**src/rtl/mbrot_pkg.sv**
```systemverilog
package mbrot_pkg;

    localparam int MBROT_MAX_DIM     = 4096;
    localparam int MBROT_FRAC_BITS   = 24;
    localparam int MBROT_QUEUE_DEPTH = 2;

    localparam int COORD_W = 12;
    localparam int DIM_W   = 13;
    localparam int ITER_W  = 16;
    localparam int FIX_W   = 32;
    localparam int LEVEL_W = 8;
    localparam int WIDE_W  = 2 * FIX_W;
    localparam int DVD_W   = COORD_W + FIX_W;

    localparam int S_TDATA_W = ((2 * COORD_W + 7) / 8) * 8;
    localparam int M_TDATA_W = ((2 * COORD_W + ITER_W + 2 * LEVEL_W + 7) / 8) * 8;

    typedef struct packed {
        logic [DIM_W-1:0] canvas_width;
        logic [DIM_W-1:0] canvas_height;
        logic [FIX_W-1:0] re_min;
        logic [FIX_W-1:0] re_max;
        logic [FIX_W-1:0] im_min;
        logic [FIX_W-1:0] im_max;
    } mbrot_map_cfg_t;

    typedef struct packed {
        logic [COORD_W-1:0] column;
        logic [COORD_W-1:0] row;
        logic [FIX_W-1:0]   c_re;
        logic [FIX_W-1:0]   c_im;
    } mbrot_point_t;

    function automatic logic [FIX_W-1:0] sat_fix(input logic [WIDE_W-1:0] v);
        logic [FIX_W-1:0] r;
        if (!v[WIDE_W-1] && (|v[WIDE_W-2:FIX_W-1]))
        begin
            r = {1'b0, {(FIX_W-1){1'b1}}};
        end
        else if (v[WIDE_W-1] && !(&v[WIDE_W-2:FIX_W-1]))
        begin
            r = {1'b1, {(FIX_W-1){1'b0}}};
        end
        else
        begin
            r = v[FIX_W-1:0];
        end
        return r;
    endfunction

endpackage

```
**src/rtl/mbrot_div.sv**
```systemverilog
module mbrot_div
    import mbrot_pkg::*;
(
    input  logic             clk,
    input  logic             rst_n,
    input  logic             start,
    input  logic [DVD_W-1:0] dividend,
    input  logic [DIM_W-1:0] divisor,
    output logic             done,
    output logic [DVD_W-1:0] quotient
);

    localparam int CNT_W = $clog2(DVD_W + 1);

    logic [DVD_W-1:0] quot_reg, quot_next;
    logic [DIM_W-1:0] rem_reg, rem_next;
    logic [DIM_W-1:0] dvs_reg, dvs_next;
    logic [CNT_W-1:0] cnt_reg, cnt_next;
    logic             busy_reg, busy_next;
    logic             done_reg, done_next;
    logic [DIM_W:0]   rem_shift;
    logic [DIM_W:0]   rem_sub;
    logic             fits;

    assign rem_shift = {rem_reg, quot_reg[DVD_W-1]};
    assign rem_sub   = rem_shift - {1'b0, dvs_reg};
    assign fits      = rem_shift >= {1'b0, dvs_reg};

    always_comb
    begin
        quot_next = quot_reg;
        rem_next  = rem_reg;
        dvs_next  = dvs_reg;
        cnt_next  = cnt_reg;
        busy_next = busy_reg;
        done_next = 1'b0;
        if (start)
        begin
            quot_next = dividend;
            rem_next  = '0;
            dvs_next  = divisor;
            cnt_next  = CNT_W'(DVD_W);
            busy_next = 1'b1;
        end
        else if (busy_reg)
        begin
            quot_next = {quot_reg[DVD_W-2:0], fits};
            rem_next  = fits ? rem_sub[DIM_W-1:0] : rem_shift[DIM_W-1:0];
            cnt_next  = cnt_reg - 1'b1;
            if (cnt_reg == CNT_W'(1))
            begin
                busy_next = 1'b0;
                done_next = 1'b1;
            end
        end
    end

    always_ff @(posedge clk or negedge rst_n)
    begin
        if (!rst_n)
        begin
            cnt_reg  <= '0;
            busy_reg <= 1'b0;
            done_reg <= 1'b0;
        end
        else
        begin
            cnt_reg  <= cnt_next;
            busy_reg <= busy_next;
            done_reg <= done_next;
        end
    end

    always_ff @(posedge clk)
    begin
        quot_reg <= quot_next;
        rem_reg  <= rem_next;
        dvs_reg  <= dvs_next;
    end

    assign done     = done_reg;
    assign quotient = quot_reg;

endmodule

```
**src/rtl/mbrot_map.sv**
```systemverilog
module mbrot_map
    import mbrot_pkg::*;
(
    input  logic               clk,
    input  logic               rst_n,
    input  mbrot_map_cfg_t     cfg,
    input  logic               in_valid,
    output logic               in_ready,
    input  logic [COORD_W-1:0] in_column,
    input  logic [COORD_W-1:0] in_row,
    output logic               pt_valid,
    input  logic               pt_ready,
    output mbrot_point_t       pt_data
);

    localparam logic [2:0] M_IDLE = 3'd0;
    localparam logic [2:0] M_DIFF = 3'd1;
    localparam logic [2:0] M_MUL  = 3'd2;
    localparam logic [2:0] M_DIV  = 3'd3;
    localparam logic [2:0] M_FIX  = 3'd4;
    localparam logic [2:0] M_PUSH = 3'd5;

    localparam int DIFF_W = FIX_W + 1;
    localparam int PROD_W = COORD_W + 1 + DIFF_W;

    function automatic logic [DIM_W-1:0] clamp_dim(input logic [DIM_W-1:0] d);
        logic [DIM_W-1:0] r;
        if (d == '0)
        begin
            r = DIM_W'(1);
        end
        else if (32'(d) > 32'(MBROT_MAX_DIM))
        begin
            r = DIM_W'(MBROT_MAX_DIM);
        end
        else
        begin
            r = d;
        end
        return r;
    endfunction

    logic [2:0]                state_reg, state_next;
    logic                      axis_reg, axis_next;
    logic                      start_reg, start_next;
    logic [COORD_W-1:0]        col_reg, col_next;
    logic [COORD_W-1:0]        row_reg, row_next;
    logic signed [DIFF_W-1:0]  diff_re_reg, diff_re_next;
    logic signed [DIFF_W-1:0]  diff_im_reg, diff_im_next;
    logic signed [PROD_W-1:0]  prod_reg, prod_next;
    logic [PROD_W-1:0]         quot_reg, quot_next;
    logic [FIX_W-1:0]          cre_reg, cre_next;
    logic [FIX_W-1:0]          cim_reg, cim_next;

    logic [COORD_W-1:0]        mul_coord;
    logic signed [DIFF_W-1:0]  mul_diff;
    logic [PROD_W-1:0]         prod_mag;
    logic [DVD_W-1:0]          div_q;
    logic                      div_done;
    logic [DIM_W-1:0]          div_dvs;
    logic [WIDE_W-1:0]         base_wide;
    logic [WIDE_W-1:0]         quot_wide;
    logic [WIDE_W-1:0]         sum_wide;

    assign mul_coord = axis_reg ? row_reg : col_reg;
    assign mul_diff  = axis_reg ? diff_im_reg : diff_re_reg;
    assign prod_mag  = prod_reg[PROD_W-1] ? (~prod_reg + 1'b1) : prod_reg;
    assign div_dvs   = axis_reg ? clamp_dim(cfg.canvas_height) : clamp_dim(cfg.canvas_width);
    assign base_wide = axis_reg ? {{(WIDE_W-FIX_W){cfg.im_max[FIX_W-1]}}, cfg.im_max}
                                : {{(WIDE_W-FIX_W){cfg.re_min[FIX_W-1]}}, cfg.re_min};
    assign quot_wide = {{(WIDE_W-PROD_W){quot_reg[PROD_W-1]}}, quot_reg};
    assign sum_wide  = axis_reg ? (base_wide - quot_wide) : (base_wide + quot_wide);

    mbrot_div u_div
    (
        .clk      (clk),
        .rst_n    (rst_n),
        .start    (start_reg),
        .dividend (prod_mag[DVD_W-1:0]),
        .divisor  (div_dvs),
        .done     (div_done),
        .quotient (div_q)
    );

    always_comb
    begin
        state_next   = state_reg;
        axis_next    = axis_reg;
        start_next   = 1'b0;
        col_next     = col_reg;
        row_next     = row_reg;
        diff_re_next = diff_re_reg;
        diff_im_next = diff_im_reg;
        prod_next    = prod_reg;
        quot_next    = quot_reg;
        cre_next     = cre_reg;
        cim_next     = cim_reg;
        case (state_reg)
            M_IDLE:
            begin
                if (in_valid)
                begin
                    col_next   = in_column;
                    row_next   = in_row;
                    state_next = M_DIFF;
                end
            end
            M_DIFF:
            begin
                diff_re_next = $signed({cfg.re_max[FIX_W-1], cfg.re_max})
                             - $signed({cfg.re_min[FIX_W-1], cfg.re_min});
                diff_im_next = $signed({cfg.im_max[FIX_W-1], cfg.im_max})
                             - $signed({cfg.im_min[FIX_W-1], cfg.im_min});
                axis_next    = 1'b0;
                state_next   = M_MUL;
            end
            M_MUL:
            begin
                prod_next  = $signed({1'b0, mul_coord}) * mul_diff;
                start_next = 1'b1;
                state_next = M_DIV;
            end
            M_DIV:
            begin
                if (div_done)
                begin
                    quot_next  = prod_reg[PROD_W-1]
                               ? (PROD_W'(0) - {{(PROD_W-DVD_W){1'b0}}, div_q})
                               : {{(PROD_W-DVD_W){1'b0}}, div_q};
                    state_next = M_FIX;
                end
            end
            M_FIX:
            begin
                if (axis_reg)
                begin
                    cim_next   = sat_fix(sum_wide);
                    state_next = M_PUSH;
                end
                else
                begin
                    cre_next   = sat_fix(sum_wide);
                    axis_next  = 1'b1;
                    state_next = M_MUL;
                end
            end
            M_PUSH:
            begin
                if (pt_ready)
                begin
                    state_next = M_IDLE;
                end
            end
            default:
            begin
                state_next = M_IDLE;
            end
        endcase
    end

    always_ff @(posedge clk or negedge rst_n)
    begin
        if (!rst_n)
        begin
            state_reg <= M_IDLE;
            axis_reg  <= 1'b0;
            start_reg <= 1'b0;
        end
        else
        begin
            state_reg <= state_next;
            axis_reg  <= axis_next;
            start_reg <= start_next;
        end
    end

    always_ff @(posedge clk)
    begin
        col_reg     <= col_next;
        row_reg     <= row_next;
        diff_re_reg <= diff_re_next;
        diff_im_reg <= diff_im_next;
        prod_reg    <= prod_next;
        quot_reg    <= quot_next;
        cre_reg     <= cre_next;
        cim_reg     <= cim_next;
    end

    assign in_ready       = (state_reg == M_IDLE);
    assign pt_valid       = (state_reg == M_PUSH);
    assign pt_data.column = col_reg;
    assign pt_data.row    = row_reg;
    assign pt_data.c_re   = cre_reg;
    assign pt_data.c_im   = cim_reg;

endmodule

```
**config.mk**
```make
export PLATFORM = sky130hd
export DESIGN_NAME = mbrot_map
export DESIGN_NICKNAME = d
export VERILOG_FILES = /design/src/rtl/mbrot_pkg.sv /design/src/rtl/mbrot_div.sv /design/src/rtl/mbrot_map.sv
export SDC_FILE = /design/constraint.sdc
export NUM_CORES = 2
export LEC_CHECK = 0
export BUFFER_PORTS_ARGS = -buffer_cell sky130_fd_sc_hd__buf_2
export CAP_MARGIN = 40
export CORE_MARGIN = 5
export CORE_UTILIZATION = 60
export CTS_CLUSTER_DIAMETER = 40
export CTS_CLUSTER_SIZE = 25
export DETAILED_ROUTE_END_ITERATION = 6
export GPL_ROUTABILITY_DRIVEN = 0
export HOLD_SLACK_MARGIN = 0.12
export PLACE_DENSITY = 0.86
export REMOVE_ABC_BUFFERS = 1
export SYNTH_ARGS = -nofsm -noshare
export SYNTH_HDL_FRONTEND = slang
export SYNTH_SLANG_ARGS = --single-unit
```
**constraint.sdc**
```tcl
create_clock -name clk -period 15.5 [get_ports clk]
set_input_delay 1.55 -clock clk [delete_from_list [all_inputs] [get_ports clk]]
set_output_delay 1.55 -clock clk [all_outputs]
set_load 0.005 [all_outputs]
```
==> results.ini <==
[cells_and_area]
fillers = 4352
final_core_util_pct = 67.35
multi_input_area_mm2 = 0.02414
regArea_mm2 = 0.009632
fin_nets = 4962
antenna_cells = 0
synthToLayoutAreaGrowth_pct = 11.34
drive_gt1_share_pct = 13.29

[floorplanning]
coreArea_mm2 = 0.06025
die_w_um = 256.4
start_util_pct = 60.49
io_pins = 272
rows = 90
die_h_um = 256.4
dieArea_mm2 = 0.06576

[setup_path]
cp-end-kind = flop
worstSetupPathType = flop to flop
cp_slowest_cell = dfrtp_4
path_depth = 26
critPathArrivalTime_ns = 9.40
cp_max_fo = 156
critPathBufInv = 6
worstPathRequired_ns = 15.81
cp-start-kind = flop
cp_top_family = adder cells
slowest_delay_ns = 0.66
rr_worst_depth = 26
critical_path.most_common_cell = fa_1

[routing]
first_iter_violations = 3250
vias = 29800
antenna_left = 0
routed.top_layer = met5
route.met2.wl_um = 45390
post_drt_wl_per_cell_um = 18.99
drt-met1-wl_um = 37220
drc = 0
dr_wl_met3_um = 8925
wl_um = 95160
drt-vias-per-instance = 5.947
first_pass_iters = 6

[place]
hpwl_um = 76050
place.port_buffers = 271

[hold_path]
whs_path_depth = 2
worst_hold_path_type = flop to flop

[clock_network]
numCtsBuffers = 54
clkTransAtPathRegs_ns = 0.06
ctsHoldBuffers = 0
cts_tree = built
clock_sinks = 327
cts_max_level = 2
cts_resized = 0
post_cts_buffers = 0
clock_latency_ns = 0.66
clk_path_buf_depth = 3
ctsRootBufferMaster = clkbuf_16

[timing]
relSlewSlack_pct = 18.08
setup_violations = 0
finalMaxSlewViolations = 0
whs_ns = 0.5021
rsz0062_at_grt = false
worst_slew_pin_slew_ns = 1.229
finalHoldViolCount = 0
setup_tns_ns = 0
fin_crit_ns = 9.091
finalCritPeriodShare_pct = 58.65
fmax_ghz = 0.1100
clock_skew_ns = 0.09111

[global_routing]
grt_overflow_total = 0
antenna_found_initial = 3
grt_usage_pct = 28.39
grt_pass1_wl_um = 153800
grt_max_degree = 157
first_global_vias = 29730

[yosys]
yosysMostFrequentCell = inv_1
post_synth.cell_area_avg_um2 = 9.237
synth-async-reset-ratio_pct = 3.976
synth_commonest_cells = inv_1, nor2_1, nand2_1, fa_1, edfxtp_1
synth_cells = 3945
yosys_warnings = 0
yosysSeqAreaShare_pct = 26.41
syn_area_mm2 = 0.03644
synth-main-ff-cell = edfxtp_1
synth_top_area_share_pct = 24.80
yosys-top-cells-area = edfxtp_1, fa_1, ha_1
synth_edf_count = 301
yosysTopAreaCell = edfxtp_1
ys_types = 96
ys_seq_elements = 327

[status]
status = complete, no violations

[flow_run]
maxCapViolCount = 0

-- cell families after synthesis --
| family | Yosys count | synth area share (%) |
|---|---|---|
| AO/OA/AOI/OAI | 759 | 13.63 |
| XOR/XNOR | 286 | 6.874 |
| adder cells (fa/ha/maj) | 599 | 27.81 |
| buffers and inverters | 722 | 7.667 |
| flip-flops | 327 | 26.41 |
| multiplexers | 100 | 2.908 |
| AND/OR/NAND/NOR | 1152 | 14.70 |
-- cell usage in the layout (no fill, tap or decap), types with 12 or more instances in the layout --
cell       count
nand3_1       42
a211oi_1      25
nand2_1      379
edfxtp_1     301
nor4_1        20
a21oi_1      241
ha_1         246
o21a_1        20
buf_2        287
inv_1        587
nor3_1        52
xnor2_1      194
o21ai_0      144
o21bai_1      34
o21ai_2       30
or2_2         12
and3_1        17
o211ai_1      14
o41ai_1       20
clkbuf_16     54
fa_1         352
nand2b_1      50
mux2_2        47
dfxtp_1       13
buf_4         22
nor2_1       406
xor2_1        92
o31ai_1       33
nand4_1       36
a31oi_1       14
nor2b_1       25
and2_1        18
or3_1         23
or4_1         19
mux2i_1       48
a21o_1        75
-- through the flow --
step	instance area, µm²	worst slack, ns	cells
finish	40570	6.409	5010
global route	40570	6.066	5010
detailed placement	38680	6.701	4907
CTS	40570	6.639	5009
floorplan	35850	3.170	3810
global placement	38480	7.021	4884
-- area by class of cell --
type,instances,area share (%)
clock buffer,55,3.364
clock inverter,47,1.286
inverter,587,5.430
multi-input combinational,2896,59.49
sequential,327,23.74
tap,782,2.411
timing repair buffer,316,4.277
-- worst min-delay path, cell delays in order (launching register included) --
cell and delay, ns:
dfxtp_1 0.32, nor2_1 0.08, a211oi_1 0.05
-- layer usage --
layer	track usage [%]	vias to the layer above
li1	-	13760
met1	36.86	14300
met2	47.80	1459
met3	6.159	274
met4	9.484	4
met5	0	-
-- path summary, 6_finish.rpt --
| path | from | end | slack, ns |
|---|---|---|---|
| setup / recovery | axis_reg | prod_reg[45] | 6.41 |
| hold / removal | u_div.rem_reg[4] | u_div.rem_reg[4] | 0.50 |
| setup reg to reg | axis_reg | prod_reg[45] | 6.41 |
| hold reg to reg | u_div.rem_reg[4] | u_div.rem_reg[4] | 0.50 |
| max in group asynchronous | rst_n | start_reg | 14.39 |
| min in group asynchronous | rst_n | u_div.cnt_reg[0] | 0.83 |
Power is left out: the tool's default activity adds up to more than one toggle a clock period on the data nets, which glitch-free logic cannot reach.
