--- config.mk ---
export PLATFORM = sky130hd
export DESIGN_NAME = mbrot_fifo
export DESIGN_NICKNAME = d
export VERILOG_FILES = /design/src/rtl/mbrot_pkg.sv /design/src/rtl/mbrot_fifo.sv
export SDC_FILE = /design/constraint.sdc
export NUM_CORES = 1
export LEC_CHECK = 0
export ABC_AREA = 0
export BUFFER_PORTS_ARGS = -buffer_cell sky130_fd_sc_hd__buf_4
export CELL_PAD_IN_SITES_DETAIL_PLACEMENT = 0
export CELL_PAD_IN_SITES_GLOBAL_PLACEMENT = 2
export CORE_MARGIN = 2
export CORE_UTILIZATION = 38
export CTS_CLUSTER_DIAMETER = 50
export CTS_CLUSTER_SIZE = 25
export DETAILED_ROUTE_END_ITERATION = 7
export PLACE_DENSITY = 0.83
export SKIP_LAST_GASP = 1
export SLEW_MARGIN = 20
export SYNTH_ARGS = -nofsm -noshare
export SYNTH_HDL_FRONTEND = slang
export SYNTH_SLANG_ARGS = --single-unit
--- constraint.sdc ---
create_clock -name clk -period 5.7 [get_ports clk]
set_input_delay 1.14 -clock clk [delete_from_list [all_inputs] [get_ports clk]]
set_output_delay 1.14 -clock clk [all_outputs]
set_load 0.02 [all_outputs]
--- src/rtl/mbrot_pkg.sv ---
package mbrot_pkg;

    localparam int MBROT_MAX_DIM     = 4096;
    localparam int MBROT_FRAC_BITS   = 24;
    localparam int MBROT_QUEUE_DEPTH = 2;

    localparam int COORD_W = 12;
    localparam int DIM_W   = 13;
    localparam int ITER_W  = 16;
    localparam int FIX_W   = 32;
    localparam int LEVEL_W = 8;
    localparam int WIDE_W  = 2 * FIX_W;
    localparam int DVD_W   = COORD_W + FIX_W;

    localparam int S_TDATA_W = ((2 * COORD_W + 7) / 8) * 8;
    localparam int M_TDATA_W = ((2 * COORD_W + ITER_W + 2 * LEVEL_W + 7) / 8) * 8;

    typedef struct packed {
        logic [DIM_W-1:0] canvas_width;
        logic [DIM_W-1:0] canvas_height;
        logic [FIX_W-1:0] re_min;
        logic [FIX_W-1:0] re_max;
        logic [FIX_W-1:0] im_min;
        logic [FIX_W-1:0] im_max;
    } mbrot_map_cfg_t;

    typedef struct packed {
        logic [COORD_W-1:0] column;
        logic [COORD_W-1:0] row;
        logic [FIX_W-1:0]   c_re;
        logic [FIX_W-1:0]   c_im;
    } mbrot_point_t;

    function automatic logic [FIX_W-1:0] sat_fix(input logic [WIDE_W-1:0] v);
        logic [FIX_W-1:0] r;
        if (!v[WIDE_W-1] && (|v[WIDE_W-2:FIX_W-1]))
        begin
            r = {1'b0, {(FIX_W-1){1'b1}}};
        end
        else if (v[WIDE_W-1] && !(&v[WIDE_W-2:FIX_W-1]))
        begin
            r = {1'b1, {(FIX_W-1){1'b0}}};
        end
        else
        begin
            r = v[FIX_W-1:0];
        end
        return r;
    endfunction

endpackage

--- src/rtl/mbrot_fifo.sv ---
module mbrot_fifo
    import mbrot_pkg::*;
(
    input  logic         clk,
    input  logic         rst_n,
    input  logic         push_valid,
    output logic         push_ready,
    input  mbrot_point_t push_data,
    output logic         pop_valid,
    input  logic         pop_ready,
    output mbrot_point_t pop_data
);

    localparam int DEPTH = MBROT_QUEUE_DEPTH;
    localparam int PTR_W = (DEPTH > 1) ? $clog2(DEPTH) : 1;
    localparam int CNT_W = $clog2(DEPTH + 1);

    mbrot_point_t     mem_reg [DEPTH];
    logic [PTR_W-1:0] wr_ptr_reg, wr_ptr_next;
    logic [PTR_W-1:0] rd_ptr_reg, rd_ptr_next;
    logic [CNT_W-1:0] fill_reg, fill_next;
    logic             do_push;
    logic             do_pop;

    assign push_ready = (fill_reg != CNT_W'(DEPTH));
    assign pop_valid  = (fill_reg != '0);
    assign do_push    = push_valid && push_ready;
    assign do_pop     = pop_valid && pop_ready;
    assign pop_data   = mem_reg[rd_ptr_reg];

    always_comb
    begin
        wr_ptr_next = wr_ptr_reg;
        rd_ptr_next = rd_ptr_reg;
        fill_next   = fill_reg;
        if (do_push)
        begin
            wr_ptr_next = (wr_ptr_reg == PTR_W'(DEPTH - 1)) ? '0 : wr_ptr_reg + 1'b1;
        end
        if (do_pop)
        begin
            rd_ptr_next = (rd_ptr_reg == PTR_W'(DEPTH - 1)) ? '0 : rd_ptr_reg + 1'b1;
        end
        if (do_push && !do_pop)
        begin
            fill_next = fill_reg + 1'b1;
        end
        else if (do_pop && !do_push)
        begin
            fill_next = fill_reg - 1'b1;
        end
    end

    always_ff @(posedge clk or negedge rst_n)
    begin
        if (!rst_n)
        begin
            wr_ptr_reg <= '0;
            rd_ptr_reg <= '0;
            fill_reg   <= '0;
        end
        else
        begin
            wr_ptr_reg <= wr_ptr_next;
            rd_ptr_reg <= rd_ptr_next;
            fill_reg   <= fill_next;
        end
    end

    always_ff @(posedge clk)
    begin
        if (do_push)
        begin
            mem_reg[wr_ptr_reg] <= push_data;
        end
    end

endmodule

==> summary.json, run 1 <==
{
  "outcome": {
    "outcome": "complete, no violations"
  },
  "synth": {
    "count_of_mapped_cells_out_of_synthesis": 292,
    "ys_dominant_reg_cell": "edfxtp_1",
    "synth.net_count": 385,
    "ys_ff_latch": 180,
    "netlist_area_um2": 6576,
    "synth_top_cells_by_count": "176 x edfxtp_1, 78 x mux2_2, 10 x mux2_4",
    "synth_largest_area_cell": "edfxtp_1",
    "ys_async_sr_fraction_pct": 2.222,
    "synth_compound_area_share_pct": 0,
    "post_synth_and_or_nand_nor_area_fraction_pct": 0.5137,
    "synthMostInstantiatedCell": "edfxtp_1",
    "synthTopCellsByArea": "edfxtp_1 80%, mux2_2 13%, mux2_4 2.3%, dfrtp_1 1.5%, buf_2 0.53%",
    "muxShareOfSynthArea_pct": 15.64,
    "synth.avg_cell_area_um2": 22.52,
    "yosys.area_share.adder_pct": 0.1903,
    "synthDominantCellAreaShare_pct": 80.37,
    "main_combinational_cell_family_by_area_after_synthesis": "multiplexers",
    "synth_xor_area_share_pct": 0.6659,
    "seq_area_frac_synth_pct": 81.89,
    "synth.yosys.warnings": 0,
    "synth_enable_flop_cells": 176,
    "yosys.cell_types.count": 15
  },
  "critical_path": {
    "kind_of_start_point_of_the_critical_path": "register",
    "worst_ep_arrival_time_ns": 2.52,
    "cp-end-kind": "output port",
    "timing.critical_path.required_ns": 4.56,
    "critPathKind": "reg2out",
    "timing.critical_path.fanout_max": 50
  },
  "detailed_routing": {
    "routed_wire_length_per_instance_um": 16.53,
    "drt_pre_antenna_iters": 4,
    "vias_per_cell": 4.562,
    "drc": 0,
    "postRouteAntennaNets": 0,
    "initialDrtViolationCount": 145,
    "drt_wl_total_mm": 11.97,
    "dr_total_vias": 3303
  },
  "power_and_ir_drop": {
    "power_density_nw_per_um2": 530.2,
    "vdd.ir_drop.worst_mv": 0.2173,
    "switching_fraction_of_total_power_pct": 31.19,
    "power_frac_seq_pct": 42.0,
    "p_total_w": 0.004643,
    "power.internal_w": 0.003195,
    "leakagePower_nw": 3.285,
    "power.switching_w": 0.001448,
    "power.clock.fraction_pct": 24.0,
    "comb_power_share_pct": 34.0
  },
  "floorplanning": {
    "initial_utilization_pct": 38.42,
    "num_rows": 48,
    "die_area_um2": 18370,
    "dieHeight_um": 135.6,
    "die_w_um": 135.6,
    "coreArea_um2": 17120,
    "boundaryPins": 182
  },
  "placed_design": {
    "place_congestion": 0.7285,
    "count_of_buffers_inserted_at_the_top_level_ports": 181,
    "place_hpwl_mm": 7.878,
    "dp_slack_ns": 2.420,
    "numPlacedInstances": 692
  },
  "clock_network": {
    "clock_insertion_delay_worst_skew_ns": 0.42,
    "cts_root_buffer": "clkbuf_16",
    "cts_made_buffers": 17,
    "cts_resized": 0,
    "postCtsSetupRepairBufs": 0,
    "clkSlewWorstSetupHoldPaths_ns": 0.07,
    "clock_path_buffers": 2,
    "cts.hold.buffers_added": 0,
    "h-tree-depth": 4,
    "cts_sinks": 180,
    "tritoncts_clock_tree": "yes"
  },
  "timing": {
    "rsz_0062_raised_after_global_routing": "false",
    "worstMarginPinSlew_ns": 0.7069,
    "period_share_pct": 64.17,
    "final_hold_viol_count": 0,
    "layout_min_cycle_time_ns": 3.658,
    "timing.setup.tns_ns": 0,
    "slew_viol_final": 0,
    "timing.fmax_ghz": 0.2734,
    "fin_ws_ns": 2.042,
    "finClkSkew_ns": 0.01112,
    "max-slew-margin-rel_pct": 52.87,
    "report.final.setup_viol": 0
  },
  "grt": {
    "grt_overflow_total": 0,
    "grt_first_pass_wirelength_mm": 18.00,
    "number_of_antenna_violations_at_the_first_check_in_global_routing": 0,
    "grt_start_max_net_pins": 51,
    "groute.usage.overall_pct": 13.15,
    "first_global_vias": 3490
  },
  "finish": {
    "largest_register_ff_count": 176,
    "layout-drive-gt1-share_pct": 61.12,
    "fillers": 1392,
    "instances_no_fill": 724,
    "diodes": 0,
    "area_growth_syn_to_layout_pct": 33.16,
    "finalNetCount": 579
  },
  "flow_run": {
    "max_cap_viol_count": 0
  },
  "worst_hold_path": {
    "worst_hold_path_type": "reg2reg"
  }
}
-- critical path, stage by stage (launching register included) --
cell     delay [ns]
dfrtp_4        0.87
buf_4          0.61
mux2_2         0.42
buf_4          0.16
-- area by class of cell --
type	instances	area (µm²)	share of cell area [%]
sequential	180	5389	61.54
timing repair buffer	185	1389	15.86
multi-input combinational	101	1131	12.92
clock buffer	19	432.9	4.944
tap	225	281.5	3.215
clock inverter	13	130.1	1.486
inverter	1	3.754	0.04286
-- cell families after synthesis --
logic type    count (synthesis)
flops                       180
mux                          88
buf+inv                      11
simple gates                  7
xor+xnor                      5
fa+ha+maj                     1
-- stage by stage --
step                cell area (µm²)  hold slack [ns]  utilization (%)
floorplan                      6576           0.4559                -
global placement               8194           0.4786            47.87
detailed placement             8194           0.4792            47.87
CTS                            8757           0.4767            51.16
global route                   8757           0.4741            51.16
finish                         8757           0.4939            51.16
-- layout by cell type, fill, tap and decap left out --
| master | n |
|---|---|
| buf_4 | 185 |
| edfxtp_1 | 176 |
| mux2_2 | 78 |
| clkbuf_16 | 17 |
| mux2_4 | 10 |
| clkinv_2 | 4 |
| xnor2_1 | 3 |
| inv_6 | 3 |
| dfrtp_1 | 3 |
| nand2_1 | 2 |
| xor2_1 | 2 |
| clkinv_1 | 2 |
| clkbuf_1 | 2 |
| bufinv_16 | 2 |
| nand2b_1 | 1 |
| inv_1 | 1 |
| or2_2 | 1 |
| and3_4 | 1 |
| nor2_4 | 1 |
| nor2_1 | 1 |
| ha_1 | 1 |
| clkinv_4 | 1 |
| clkinvlp_4 | 1 |
| dfrtp_4 | 1 |
-- worst paths after layout --
path,startpoint,to,slack [ns],cells past startpoint
max in group asynchronous,rst_n,rd_ptr_reg$_DFFE_PN0P_,5.08,1
max reg2reg,fill_reg[0]$_DFFE_PN0P_,mem_reg[1][9]$_DFFE_PP_,3.43,3
min in group asynchronous,rst_n,fill_reg[1]$_DFFE_PN0P_,0.50,1
max,rd_ptr_reg$_DFFE_PN0P_,pop_data[73],2.04,3
min reg2reg,fill_reg[1]$_DFFE_PN0P_,fill_reg[1]$_DFFE_PN0P_,0.49,1
min,fill_reg[1]$_DFFE_PN0P_,fill_reg[1]$_DFFE_PN0P_,0.49,1
-- power groups by stage --
stage	clock network, W	registers (W)	logic [W]
2_1_floorplan	0	0.00192	0.00106
3_3_place_gp	0	0.00197	0.00159
3_5_place_dp	0	0.00199	0.00161
4_1_cts	0.00115	0.00196	0.00161
5_1_grt	0.00119	0.00198	0.00168
6_report	0.00111	0.00195	0.00158
-- layer usage --
layer	vias up	GRT usage [%]	wire, µm
met1	1631	15.25	4784
met2	106	22.28	6259
met4	0	6.076	212
met3	20	4.190	714
li1	1546	-	-
met5	-	0	0
Note: power is estimated with default switching activity, not from simulation.
==> inputs of run 2 (changes only) <==
CORE_UTILIZATION = 34   (was 38)
PLACE_DENSITY = 0.79   (was 0.83)
clock period = 3.2 ns   (was 5.7 ns; I/O delays follow)
==> run 2 against run 1 <==
- sequential share of layout area decreased by 0.65 points
- sequential cell count stayed put
- combinational power grew 87%
- die area increased by 11%
- design area is 1.1% higher
- highest routed layer unchanged
- critical endpoint is now pop_data[1]
- largest power group unchanged
==> summary.json, run 2 (same netlist as run 1, synthesis figures left out) <==
{
  "timing": {
    "timing.setup.tns_ns": 0,
    "report.final.setup_viol": 0,
    "final_hold_viol_count": 0,
    "max-slew-margin-rel_pct": 57.97,
    "period_share_pct": 82.91,
    "layout_min_cycle_time_ns": 2.653,
    "worstMarginPinSlew_ns": 0.6304,
    "rsz_0062_raised_after_global_routing": "false",
    "slew_viol_final": 0,
    "fin_ws_ns": 0.5469,
    "finClkSkew_ns": 0.007200,
    "timing.fmax_ghz": 0.3769
  },
  "critical_path": {
    "cp-end-kind": "output port",
    "worstPathCellList": "buf_4 -> mux2_2 -> buf_4",
    "worst_ep_arrival_time_ns": 2.01,
    "regToRegStartpoint": "fill_reg[0]$_DFFE_PN0P_",
    "cp_slowest_cell": "dfrtp_4",
    "reg2regPathDepth": 3,
    "cell_repeated_most_along_the_worst_path": "buf_4",
    "critPathKind": "reg2out",
    "cp_slowest_stage_delay_ns": 0.61,
    "ff2ff_setup_slack_ns": 1.43,
    "timing.critical_path.fanout_max": 27,
    "timing.rr.end": "mem_reg[1][68]$_DFFE_PP_",
    "startpoint": "rd_ptr_reg$_DFFE_PN0P_",
    "timing.critical_path.required_ns": 2.56,
    "kind_of_start_point_of_the_critical_path": "register"
  },
  "clock_network": {
    "clkSlewWorstSetupHoldPaths_ns": 0.07,
    "clock_path_buffers": 2,
    "h-tree-depth": 4,
    "cts_made_buffers": 17,
    "cts_resized": 0,
    "cts_sinks": 180,
    "cts_root_buffer": "clkbuf_16",
    "clock_insertion_delay_worst_skew_ns": 0.41,
    "tritoncts_clock_tree": "yes"
  },
  "grt": {
    "grt_start_max_net_pins": 46,
    "groute.usage.overall_pct": 12.72,
    "number_of_antenna_violations_at_the_first_check_in_global_routing": 0,
    "grt_first_pass_wirelength_mm": 19.40,
    "grt_overflow_total": 0,
    "first_global_vias": 3684
  },
  "floorplanning": {
    "die_w_um": 143.1,
    "die_area_um2": 20470,
    "coreArea_um2": 18830,
    "boundaryPins": 182,
    "num_rows": 50,
    "dieHeight_um": 143.1,
    "initial_utilization_pct": 34.92
  },
  "outcome": {
    "outcome": "complete, no violations"
  },
  "detailed_routing": {
    "postRouteAntennaNets": 0,
    "routed_wire_length_per_instance_um": 16.74,
    "drt_wl_total_mm": 12.76,
    "initialDrtViolationCount": 161,
    "drt_pre_antenna_iters": 4,
    "vias_per_cell": 4.377,
    "drc": 0,
    "dr_total_vias": 3335
  },
  "finish": {
    "largest_register_ff_count": 176,
    "layout-drive-gt1-share_pct": 60.76,
    "finalNetCount": 582,
    "seqCellArea_um2": 5389,
    "layout.cells.most_common_list": "185 x buf_4, 176 x edfxtp_1, 78 x mux2_2, 17 x clkbuf_16, 10 x mux2_4",
    "mostFrequentLayoutCell": "buf_4",
    "multiInputGateArea_um2": 1131,
    "finalInstanceArea_um2": 8851,
    "instances_no_fill": 762,
    "area_growth_syn_to_layout_pct": 34.59,
    "fillers": 1639,
    "diodes": 0
  },
  "placed_design": {
    "place_hpwl_mm": 8.811,
    "dp_slack_ns": 0.9618,
    "count_of_buffers_inserted_at_the_top_level_ports": 181,
    "place_congestion": 0.7522,
    "numPlacedInstances": 729,
    "placed_standard_cell_area_um2": 8278
  },
  "power_and_ir_drop": {
    "comb_power_share_pct": 35.5,
    "power_frac_seq_pct": 40.9,
    "power.switching_w": 0.002597,
    "power.internal_w": 0.005725,
    "power.clock.fraction_pct": 23.6,
    "switching_fraction_of_total_power_pct": 31.21,
    "power_density_nw_per_um2": 940.2,
    "leakagePower_nw": 3.299,
    "vdd.ir_drop.worst_mv": 0.4117
  },
  "worst_hold_path": {
    "min_delay_path_depth": 1,
    "min-delay-start": "push_data[22]",
    "hold_path_end": "mem_reg[0][22]$_DFFE_PP_",
    "worst_hold_path_type": "in2reg"
  },
  "flow_run": {
    "max_cap_viol_count": 0
  }
}
run 2: final cells by class:
type | instances | share of cell area, %
Clock inverter | 15 | 1.555
Timing Repair Buffer | 188 | 16.26
Sequential cell | 180 | 60.88
Inverter | 1 | 0.04241
Tap cell | 260 | 3.675
Clock buffer | 17 | 4.806
Multi-Input combinational cell | 101 | 12.78
run 2: per-layer routing:
layer	GRT usage [%]	wire length, µm
met4	4.690	291
met2	21.13	6437
met3	5.332	969
met5	0	0
met1	14.74	5057
run 2: worst max-delay path by stage:
stage | to | slack, ns
6_report | pop_data[1] | 0.55
2_1_floorplan | mem_reg[0][0]$_DFFE_PP_ | 0.65
5_1_grt | pop_data[1] | 0.45
4_1_cts | pop_data[1] | 0.50
3_5_place_dp | pop_data[1] | 0.96
3_3_place_gp | pop_data[44] | 1.03
run 2: critical path: cells and delay by family (launching register included):
| kind | cells | cell delay (ns) |
|---|---|---|
| muxes | 1 | 0.40 |
| buffers and inverters | 2 | 0.56 |
| DFF | 1 | 0.61 |
run 2: power groups by stage:
stage	clock network (W)	logic, W	registers (W)
after global placement	0	0.00296	0.00344
final	0.00196	0.00295	0.00341
after detailed placement	0	0.00300	0.00347
after floorplan	0	0.00189	0.00337
after global routing	0.00212	0.00314	0.00346
after CTS	0.00203	0.00302	0.00342
run 2: what timing repair did:
action | 4_1_cts | 5_1_grt
setup buffers | 0 | 0
endpoints found under the hold margin | 2 | 0
hold buffers | 1 | 0
run 2: through the flow:
| step | hold slack (ns) | util, % | power (W) |
|---|---|---|---|
| finish | 0.4069 | 47.00 | 0.008322 |
| global route | 0.3827 | 47.00 | 0.008721 |
| CTS | 0.3859 | 47.00 | 0.008464 |
| detailed placement | 0.4439 | 43.96 | 0.006467 |
| global placement | 0.4400 | 43.96 | 0.006404 |
| floorplan | 0.3444 | - | 0.005258 |
==> inputs of run 3 (changes only) <==
clock period = 2.3 ns   (was 3.2 ns; I/O delays follow)
==> run 3 against run 2 <==
- via count shrank 2.0%
- die area stayed put
- final cell count down 0.39%
- non-clock buffer count fell by 1
- global-route usage shrank 0.44 points
- sequential power rose by 37%
- critical path depth stayed put
- clock power is 44% higher
- routed wire length fell by 3.1%
- combinational power increased by 43%
- sequential share of layout area shrank 0.35 points
- worst hold slack worse by 0.18 ns
==> summary.json, run 3 (same netlist as run 1, synthesis figures left out) <==
{
  "critical_path": {
    "timing.rr.end": "mem_reg[1][13]$_DFFE_PP_",
    "kind_of_start_point_of_the_critical_path": "register",
    "cp_slowest_cell": "dfrtp_4",
    "critical_path_end": "pop_data[68]",
    "reg2regPathDepth": 3,
    "worstPathCellList": "buf_12 -> mux2_2 -> buf_4",
    "regToRegStartpoint": "fill_reg[0]$_DFFE_PN0P_",
    "cp_slowest_stage_delay_ns": 0.44,
    "worst-path-buf-inv": 2,
    "cp-end-kind": "output port",
    "timing.critical_path.required_ns": 1.84,
    "startpoint": "rd_ptr_reg$_DFFE_PN0P_",
    "timing.critical_path.fanout_max": 48,
    "cp_top_family": "buffers and inverters",
    "ff2ff_setup_slack_ns": 0.68,
    "worst_ep_arrival_time_ns": 1.71,
    "critPathKind": "reg2out",
    "cp.depth": 3
  },
  "worst_hold_path": {
    "worst_hold_path_type": "in2reg"
  },
  "finish": {
    "multiInputGateArea_um2": 1146,
    "fillers": 1602,
    "seqCellArea_um2": 5389,
    "layout-drive-gt1-share_pct": 60.92,
    "layout.cells.most_common_list": "181 x buf_4, 176 x edfxtp_1, 78 x mux2_2, 17 x clkbuf_16, 10 x mux2_4",
    "diodes": 0,
    "largest_register_ff_count": 176,
    "finalInstanceArea_um2": 8902,
    "area_growth_syn_to_layout_pct": 35.37,
    "finalNetCount": 581,
    "mostFrequentLayoutCell": "buf_4"
  },
  "clock_network": {
    "clkSlewWorstSetupHoldPaths_ns": 0.07,
    "postCtsSetupRepairBufs": 0,
    "h-tree-depth": 4,
    "cts_resized": 0,
    "cts.hold.buffers_added": 1,
    "clock_path_buffers": 2,
    "cts_sinks": 180,
    "clock_insertion_delay_worst_skew_ns": 0.42,
    "cts_made_buffers": 17,
    "tritoncts_clock_tree": "yes",
    "cts_root_buffer": "clkbuf_16"
  },
  "timing": {
    "timing.fmax_ghz": 0.4606,
    "layout_min_cycle_time_ns": 2.171,
    "finClkSkew_ns": 0.005807,
    "slew_viol_final": 0,
    "period_share_pct": 94.40,
    "final_hold_viol_count": 0,
    "report.final.setup_viol": 0,
    "rsz_0062_raised_after_global_routing": "false",
    "max-slew-margin-rel_pct": 64.07,
    "worstMarginPinSlew_ns": 0.5389
  },
  "floorplanning": {
    "coreArea_um2": 18830,
    "num_rows": 50,
    "die_area_um2": 20470,
    "initial_utilization_pct": 34.92,
    "boundaryPins": 182,
    "die_w_um": 143.1,
    "dieHeight_um": 143.1
  },
  "grt": {
    "grt_first_pass_wirelength_mm": 18.85,
    "number_of_antenna_violations_at_the_first_check_in_global_routing": 0,
    "groute.usage.overall_pct": 12.29,
    "grt_overflow_total": 0,
    "first_global_vias": 3565,
    "grt_start_max_net_pins": 89
  },
  "placed_design": {
    "place_congestion": 0.6907,
    "placed_standard_cell_area_um2": 8323,
    "count_of_buffers_inserted_at_the_top_level_ports": 181,
    "place_hpwl_mm": 7.940
  },
  "detailed_routing": {
    "dr_total_vias": 3267,
    "initialDrtViolationCount": 123,
    "drt_pre_antenna_iters": 4,
    "routed_wire_length_per_instance_um": 16.29,
    "drt_wl_total_mm": 12.36,
    "postRouteAntennaNets": 0,
    "vias_per_cell": 4.304,
    "drc": 0
  },
  "power_and_ir_drop": {
    "vdd.ir_drop.worst_mv": 0.5825,
    "leakagePower_nw": 3.322,
    "p_total_w": 0.01172,
    "power_density_nw_per_um2": 1316
  },
  "flow_run": {
    "max_cap_viol_count": 0
  },
  "outcome": {
    "outcome": "complete, no violations"
  }
}
[run 3: per-layer routing]
layer  global-route usage [%]  share of wire, %  vias to the layer above
met3                    4.326               6.8                       13
met5                        0                 0                        -
li1                         -                 -                     1543
met1                    14.12                41                     1601
met2                    20.93                51                      110
met4                    5.003               1.5                        0
[run 3: per-stage QoR]
step	setup slack (ns)	hold WS, ns	TNS, ns	instances	utilization (%)
detailed placement	0.5560	0.2634	0	728	44.20
finish	0.1288	0.2221	0	759	47.28
CTS	0.08691	0.1986	0	759	47.28
global placement	0.5670	0.2593	0	728	44.20
floorplan	-0.07629	0.1644	-6.713	292	-
global route	0.05743	0.2011	0	759	47.28
[run 3: worst min-delay path by stage]
| stage | start | endpoint | slack [ns] | cells after the start |
|---|---|---|---|---|
| finish | push_data[17] | mem_reg[1][17]$_DFFE_PP_ | 0.22 | 1 |
| global route | push_data[9] | mem_reg[0][9]$_DFFE_PP_ | 0.20 | 1 |
| CTS | push_data[12] | mem_reg[0][12]$_DFFE_PP_ | 0.20 | 1 |
| detailed placement | rst_n | wr_ptr_reg$_DFFE_PN0P_ | 0.26 | 1 |
| global placement | rst_n | fill_reg[0]$_DFFE_PN0P_ | 0.26 | 1 |
| floorplan | rst_n | fill_reg[0]$_DFFE_PN0P_ | 0.16 | 0 |
[run 3: final cells by class]
type	instances	area share (%)
clock buffer	18	4.821
clock inverter	12	1.574
inverter	1	0.04216
multi-input combinational	101	12.87
sequential	180	60.53
tap	260	3.654
timing repair buffer	187	16.50
[run 3: report_power, final]
part	internal (W)	switching (W)	total, W
Clock	0.00168	0.00114	0.00282
Combinational	0.00195	0.00228	0.00423
Sequential	0.00449	0.000179	0.00467
